**src/design/smb_pkg.sv**
```systemverilog
// Shared types and constants for the mesh boundary Laplacian smoother.
// Used by smb_div and the top level; depends on nothing.
package smb_pkg;

  // Index widths follow the store depths
  localparam int unsigned MAX_NODES       = 1024;
  localparam int unsigned MAX_FACES       = 2048;
  localparam int unsigned NODE_AW         = $clog2(MAX_NODES);
  localparam int unsigned FACE_AW         = $clog2(MAX_FACES);
  localparam int unsigned CHECK_START_DEF = 3;

  localparam int unsigned VAL_W      = 32;
  localparam int unsigned SUM_W      = 48;
  localparam int unsigned CNT_W      = 14;
  localparam int unsigned DEN_W      = CNT_W + 1;
  localparam int unsigned FACE_W     = 3 * NODE_AW;
  localparam int unsigned ITER_W     = 8;
  localparam int unsigned NCNT_W     = 11;
  localparam int unsigned FCNT_W     = 12;
  localparam int unsigned Q8_W       = 16;
  localparam int unsigned ACC_W      = VAL_W + 2;
  localparam int unsigned CFG_IDX_W  = 3;
  localparam int unsigned CFG_DATA_W = 16;

  // Configuration register indexes
  localparam logic [CFG_IDX_W-1:0] CFG_MAX_ITER   = 3'd0;
  localparam logic [CFG_IDX_W-1:0] CFG_NODE_COUNT = 3'd1;
  localparam logic [CFG_IDX_W-1:0] CFG_FACE_COUNT = 3'd2;
  localparam logic [CFG_IDX_W-1:0] CFG_LIMIT      = 3'd3;
  localparam logic [CFG_IDX_W-1:0] CFG_TOLERANCE  = 3'd4;

  typedef enum logic [1:0] {
    REQ_LOAD_NODE = 2'd0,
    REQ_LOAD_FACE = 2'd1,
    REQ_RUN       = 2'd2,
    REQ_READ      = 2'd3
  } req_e;

  typedef enum logic {
    RES_RUN  = 1'b0,
    RES_READ = 1'b1
  } res_e;

  typedef struct packed {
    logic [1:0]              req_type;
    logic [9:0]              node_index;
    logic signed [VAL_W-1:0] node_value;
    logic [10:0]             face_index;
    logic [9:0]              corner_a;
    logic [9:0]              corner_b;
    logic [9:0]              corner_c;
  } in_req_t;

  typedef struct packed {
    logic                    result_kind;
    logic [ITER_W-1:0]       passes_done;
    logic signed [VAL_W-1:0] value_out;
  } out_res_t;

  // Divider request: floor(num / den), den nonzero
  typedef struct packed {
    logic signed [SUM_W-1:0] num;
    logic [DEN_W-1:0]        den;
  } div_req_t;

  typedef enum logic [4:0] {
    ST_IDLE, ST_READ, ST_CLR,
    ST_CF_RD, ST_CF_LAT, ST_CC_RD, ST_CC_WR,
    ST_SF_RD, ST_SF_LAT, ST_SV_RD, ST_SV_ACC, ST_SS_RD, ST_SS_WR,
    ST_U_RD, ST_U_MUL, ST_U_SUB, ST_U_DST, ST_U_DIV, ST_U_WR,
    ST_E_CHK,
    ST_LF_RD, ST_LF_LAT, ST_LV_RD, ST_LV_ACC, ST_L_CMP,
    ST_NEXT, ST_DONE
  } state_e;

endpackage

```
**src/design/smb_div.sv**
```systemverilog
// Radix-2 restoring divider giving floor(num / den) for a signed numerator.
// Depends on smb_pkg; one quotient bit per cycle.
module smb_div import smb_pkg::*; (
  input  logic                    clk_i,
  input  logic                    rst_ni,
  input  logic                    start_i,
  input  div_req_t                req_i,
  output logic                    done_o,
  output logic signed [SUM_W-1:0] quot_o
);

  localparam int unsigned STEP_W = $clog2(SUM_W);

  logic                    busy_q, fin_q, done_q, neg_q;
  logic [STEP_W-1:0]       step_q;
  logic [SUM_W-1:0]        mag_q;
  logic [DEN_W-1:0]        den_q;
  logic [DEN_W-1:0]        rem_q;
  logic signed [SUM_W-1:0] quot_q;
  logic [DEN_W:0]          shifted;
  logic                    ge;
  logic [DEN_W-1:0]        rem_d;

  // One restoring step
  always_comb begin
    shifted = {rem_q, mag_q[SUM_W-1]};
    ge      = shifted >= {1'b0, den_q};
    rem_d   = ge ? DEN_W'(shifted - {1'b0, den_q}) : shifted[DEN_W-1:0];
  end

  always_ff @(posedge clk_i or negedge rst_ni) begin
    if (!rst_ni) begin
      busy_q <= 1'b0;
      fin_q  <= 1'b0;
      done_q <= 1'b0;
      step_q <= '0;
    end else begin
      done_q <= fin_q;
      fin_q  <= 1'b0;
      if (start_i) begin
        busy_q <= 1'b1;
        step_q <= '0;
      end else if (busy_q) begin
        step_q <= step_q + 1'b1;
        if (step_q == STEP_W'(SUM_W - 1)) begin
          busy_q <= 1'b0;
          fin_q  <= 1'b1;
        end
      end
    end
  end

  // Operand and quotient registers
  always_ff @(posedge clk_i) begin
    if (start_i) begin
      neg_q <= req_i.num[SUM_W-1];
      mag_q <= req_i.num[SUM_W-1] ? SUM_W'(-req_i.num) : SUM_W'(req_i.num);
      den_q <= req_i.den;
      rem_q <= '0;
    end else if (busy_q) begin
      mag_q <= {mag_q[SUM_W-2:0], ge};
      rem_q <= rem_d;
    end
    // Floor: a negative inexact quotient rounds one further down
    if (fin_q) begin
      if (!neg_q) begin
        quot_q <= $signed(mag_q);
      end else if (rem_q != '0) begin
        quot_q <= $signed(~mag_q);
      end else begin
        quot_q <= $signed(SUM_W'(-mag_q));
      end
    end
  end

  assign done_o = done_q;
  assign quot_o = quot_q;

  a_no_restart: assert property (@(posedge clk_i) disable iff (!rst_ni)
    start_i |-> !busy_q && !fin_q)
    else $error("divider restarted while busy");

  a_done_after_fin: assert property (@(posedge clk_i) disable iff (!rst_ni)
    done_q |-> $past(fin_q))
    else $error("divider done without a final step");

  a_step_range: assert property (@(posedge clk_i) disable iff (!rst_ni)
    busy_q |-> step_q <= STEP_W'(SUM_W - 1))
    else $error("divider step count out of range");

endmodule

```
**config.mk**
```make
export PLATFORM = sky130hd
export DESIGN_NAME = smb_div
export DESIGN_NICKNAME = d
export VERILOG_FILES = /design/src/design/smb_pkg.sv /design/src/design/smb_div.sv
export SDC_FILE = /design/constraint.sdc
export NUM_CORES = 1
export LEC_CHECK = 0
export BUFFER_PORTS_ARGS = -buffer_cell sky130_fd_sc_hd__buf_2
export CORE_MARGIN = 8
export CORE_UTILIZATION = 46
export DETAILED_ROUTE_END_ITERATION = 7
export PLACE_DENSITY_LB_ADDON = 0.3
export SYNTH_ARGS = -nofsm -noshare
export SYNTH_HDL_FRONTEND = slang
export SYNTH_SLANG_ARGS = --single-unit
```
**constraint.sdc**
```tcl
create_clock -name clk_i -period 2.9 [get_ports clk_i]
set_input_delay 0.87 -clock clk_i [delete_from_list [all_inputs] [get_ports clk_i]]
set_output_delay 0.87 -clock clk_i [all_outputs]
set_load 0.005 [all_outputs]
```
Word-level counts from Yosys, hierarchy flattened
Cells that the tools add are included. W data, S select, Z words.

$add $sub $neg: 4. Order comparisons: 1. Equality and inequality tests: 1. Muxes and demuxes: 14. Bitwise logic cells: 1. Reduce and logical (&&, ||, !) cells: 2.

Operators with widths (count): $mux W48 (5); $neg A48 Y48 (2); $not A48 Y48 (1); $ge A16 B15 Y1 (1); $mux W15 (1); $reduce_bool A15 Y1 (1); $sub A15 B15 Y15 (1); $mux W6 (2); $add A6 B1 Y6 const B (1); $eq A6 B6 Y1 const B (1); $mux W1 (6); $reduce_bool A2 Y1 (1).

Register bits: 136. Input port bits: 66. Output and inout port bits: 49.

Depth between registers and ports, before layout
Depth in word-level cells: 4. Depth in mapped cells: 10. Depth with buffers taken out: 9.

Worst setup path before layout
Ideal clock, no wire load.

Path kind: input to register. From: input port req_i[15] (netlist bit). To: register mag_q[24] (data pin). Setup time: 0.270 ns. Arrival: 2.786 ns. Required time: 2.630 ns. Slack: -0.156 ns. Stages on the path: 8. Buffers on the path: 0. Cell sequence: inv_1 > ha_1 > or3b_2 > nor3_1 > nand2_1 > o41ai_1 > xor2_1 > a21oi_1.

Longest elaborated chain between the ends: 3.

Ends and longest elaborated chain: from (decl) (RTL line smb_div.sv:7) `input div_req_t req_i,`; $neg A48 Y48 (RTL line smb_div.sv:57) `mag_q <= req_i.num[SUM_W-1] ? SUM_W'(-req_i.num) : SUM_W'(req_i.num);`; $mux W48 (RTL line smb_div.sv:57); $mux W48 (RTL line smb_div.sv:55) `if (start_i) begin`; to (signal assigned) (RTL line smb_div.sv:57); to (signal assigned) (RTL line smb_div.sv:61) `mag_q <= {mag_q[SUM_W-2:0], ge};`; to (decl) (RTL line smb_div.sv:16) `logic [SUM_W-1:0] mag_q;`.

No other way between the ends. A chain may end at the register's enable or synchronous reset.

Final worst setup path
From: input port req_i[16] (netlist bit). To: register mag_q[33] (data pin).

Same word-level chain as after synthesis.

==> flow_metrics.py <==
metrics = {
    "global_routing": {
        "grt_pass1_vias": 6053,
        "grtUsageTotal_pct": 17.3,
        "grt_pass1_wl_um": 30200,
        "grt_max_degree": 57,
        "grt_antenna_before_repair": 2,
        "overflow": 0,
    },
    "routing": {
        "vias": 6207,
        "dr.first_iter.drc_count": 468,
        "wl_per_cell_um": 16.2,
        "ant_nets": 0,
        "drc_errors": 0,
        "wirelength_um": 18500,
        "via_per_inst": 5.43,
        "drtPass1Iterations": 5,
    },
    "power": {
        "power_frac_clock_pct": 42.6,
        "p_comb_share_pct": 12.6,
        "internal_power_mw": 4.06,
        "leakage_nw": 3.83,
        "irDropWorstVdd_mv": 0.400,
        "seqPwrFrac_pct": 44.8,
        "p_per_area_nw_per_um2": 550,
        "p_sw_share_pct": 24.4,
        "total_power_mw": 5.37,
        "p_switching_mw": 1.31,
    },
    "finish": {
        "nNetsFinal": 996,
        "n_fill_cell": 1418,
        "design_area_um2": 9760,
        "multiInputGateArea_um2": 3760,
        "seqCellArea_um2": 3890,
        "syn_to_final_growth_pct": 25.2,
        "drive_above_1_share_pct": 26.1,
        "fin_util_pct": 58.8,
    },
    "sta": {
        "hold_violations": 0,
        "fmax_ghz": 0.355,
        "finalCritPeriodShare_pct": 97.1,
        "slew_headroom_pct": 28.7,
        "finalMaxSlewViolations": 0,
        "rsz0062_at_grt": "no",
        "max_slew.worst_pin.slew_ns": 1.07,
        "layout_min_cycle_time_ns": 2.82,
        "skew_ns": 0.0105,
        "setup_viol": 0,
    },
    "synth": {
        "synth_enable_flop_cells": 112,
        "synth_nets": 825,
        "ys_seq_elements": 136,
        "yosysUniqueCellTypes": 57,
        "synthAdderAreaFrac_pct": 3.15,
        "synth_top_family_by_area": "simple AND/OR/NAND/NOR gates",
        "synth_ff_type": "edfxtp_1",
        "yosysSeqAreaShare_pct": 49.9,
        "netlist_area_um2": 7790,
        "netlist_instances": 740,
        "synth_compound_area_share_pct": 15.5,
        "muxShareOfSynthArea_pct": 1.49,
        "ys_warn_count": 0,
        "syn_avg_cell_area_um2": 10.5,
        "yosys.area_share.simple_pct": 15.8,
        "synth-xor-area-share_pct": 11.6,
        "async_flop_share_pct": 6.62,
    },
    "clock_tree": {
        "h-tree-depth": 4,
        "clk_latency_ns": 0.42,
        "cts_buffers": 17,
        "cts_tree": "done",
        "cts_root_buf": "clkbuf_16",
        "cts.sinks": 136,
        "clkTransAtPathRegs_ns": 0.06,
        "clock_path_buffers": 2,
        "postCtsHoldBufs": 0,
    },
    "critical_path": {
        "cp_slowest_cell": "or4_4",
        "worstSetupStartpoint": "req_i[16]",
        "worstPathArrival_ns": 2.97,
        "critPathKind": "in -> reg",
        "r2r-start": "mag_q[15]",
        "cpMostUsedCell": "buf_4",
        "crit_path_start_kind": "primary input",
        "path_cells": "buf_2, or4_4, buf_4, nor3_1, buf_4, nand3_1, buf_4, o41ai_1, xor2_1, a21oi_1",
        "cpPeakStageDelay_ns": 0.53,
        "path_max_fanout": 7,
        "crit_required_ns": 3.06,
        "end_kind": "flip-flop",
    },
    "placed_design": {
        "gp_congestion": 0.847,
        "numPortBuffers": 114,
        "place_area_um2": 9070,
        "dp_hpwl_um": 13600,
    },
    "outcome": {
        "status": "completed",
    },
    "flow_run": {
        "maxCapViolations": 0,
    },
    "floorplanning": {
        "die_h_um": 146,
        "fp.dieW_um": 146,
        "initial_core_util_pct": 47.0,
        "io_pins": 115,
        "core.rowCount": 47,
        "die_area_um2": 21400,
        "core-area_um2": 16600,
    },
    "min_path": {
        "hold_path_class": "in -> async",
    },
}
==> cells by family (layout without fill, tap and decap cells) <==
logic type / after synthesis / in the layout
muxes: 11 / 11
and+or+nand+nor: 237 / 237
adders and majority gates: 19 / 19
xor gates and xnor gates: 103 / 103
other: 0 / 1
DFF: 136 / 136
AOI/OAI and AO/OA: 180 / 180
buffers and inverters: 54 / 237
==> stage by stage <==
| step | hold WS, ns | cells | setup TNS, ns | setup WS [ns] |
|---|---|---|---|---|
| finish | 0.291 | 1144 | 0 | 0.0837 |
| global route | 0.293 | 1144 | 0 | 0.0265 |
| CTS | 0.288 | 1141 | 0 | 0.0691 |
| detailed placement | 0.507 | 1110 | -4.44 | -0.279 |
| global placement | 0.503 | 1110 | -3.99 | -0.265 |
| floorplan | 0.467 | 740 | -0.242 | -0.112 |
==> worst max-delay path, delay by kind of cell <==
family / cells / cell delay, ns
AND/OR/NAND/NOR: 3 / 0.86
buffers and inverters: 4 / 0.64
AO/OA/AOI/OAI: 2 / 0.43
XOR/XNOR: 1 / 0.18
==> metal layers <==
layer	vias to the layer above	wire length, um	global-route usage, %	share of wire, %
met1	2890	8070	21.6	44
met4	2	316	5.31	1.7
li1	3114	-	-	-
met5	-	8	0	0.043
met2	176	8990	28.7	49
met3	25	1090	4.57	5.9
==> flip-flops by register name, indices dropped and copies added (netlist names) <==
signal,flops
busy_q,1
den_q,15
done_o,1
fin_q,1
mag_q,48
neg_q,1
quot_o,48
rem_q,15
step_q,6
==> cell type report <==
| class | instances | share of cell area (%) |
|---|---|---|
| flip-flops and latches | 136 | 39.9 |
| multi-input cells | 550 | 38.5 |
| repair buffers | 183 | 11.5 |
| clock buffers | 17 | 4.36 |
| well taps | 220 | 2.82 |
| clock inverters | 14 | 2.04 |
| inverters | 23 | 0.885 |
| diodes | 1 | 0.0256 |
==> power by group through the flow <==
stage	logic [mW]	registers [mW]	clock network, mW
floorplan	0.439	2.41	0
global route	0.757	2.42	2.41
finish	0.677	2.40	2.29
CTS	0.677	2.40	2.32
global placement	0.658	2.43	0
detailed placement	0.671	2.44	0
==> Yosys cell counts (all sizes together) (2+ instances only) <==
master / number / area share [%]
a2111o: 3 / 0.43
a211oi: 8 / 0.77
a21o: 5 / 0.48
a21oi: 50 / 3.2
and2: 4 / 0.32
and3: 4 / 0.32
buf: 3 / 0.14
clkbuf: 28 / 1.3
dfrtp: 9 / 2.9
dfxtp: 15 / 3.9
edfxtp: 112 / 43
ha: 18 / 2.9
inv: 23 / 1.1
mux2: 5 / 0.72
mux2i: 6 / 0.77
nand2: 50 / 2.4
nand2b: 10 / 0.80
nand3: 16 / 1.0
nand4: 12 / 0.96
nor2: 67 / 3.2
nor2b: 6 / 0.48
nor3: 12 / 0.91
nor3b: 2 / 0.19
nor4: 9 / 0.80
nor4b: 3 / 0.34
o211ai: 2 / 0.19
o21a: 6 / 0.58
o21ai: 43 / 2.8
o22ai: 3 / 0.24
o31a: 5 / 0.56
o31ai: 29 / 2.8
o41ai: 19 / 2.7
or2: 4 / 0.32
or3: 21 / 1.8
or4: 11 / 1.2
xnor2: 58 / 6.5
xor2: 45 / 5.1
==> layout by cell type, fill, tap and decap left out, types with 12 or more instances in the layout <==
cell,synthesis,final
o31ai_1,29,29
nand2_1,50,50
dfxtp_1,15,15
or3_1,19,19
nor2_1,67,67
xor2_1,45,45
o21ai_0,43,43
inv_1,23,22
clkbuf_16,0,17
nand4_1,12,12
nand3_1,16,16
a21oi_1,50,49
buf_4,0,67
o41ai_1,16,13
xnor2_1,58,58
ha_1,18,18
edfxtp_1,112,112
buf_2,0,113
==> worst paths after layout <==
check | slack, ns | cells past startpoint | to
worst max register to register | 0.14 | 6 | quot_o[44]
min in group clk_i | 0.52 | 2 | rem_q[8]
worst min register to register | 0.52 | 2 | rem_q[8]
worst max-delay path | 0.08 | 10 | mag_q[33]
max in group asynchronous | 2.42 | 1 | fin_q
worst min-delay path | 0.29 | 1 | step_q[0]
==> timing repair <==
| item | 4_1_cts | 5_1_grt |
|---|---|---|
| resized for setup | 0 | 7 |
| setup endpoints to repair | 0 | 11 |
| setup buffers | 0 | 2 |
(Power assumes the default switching activity.)
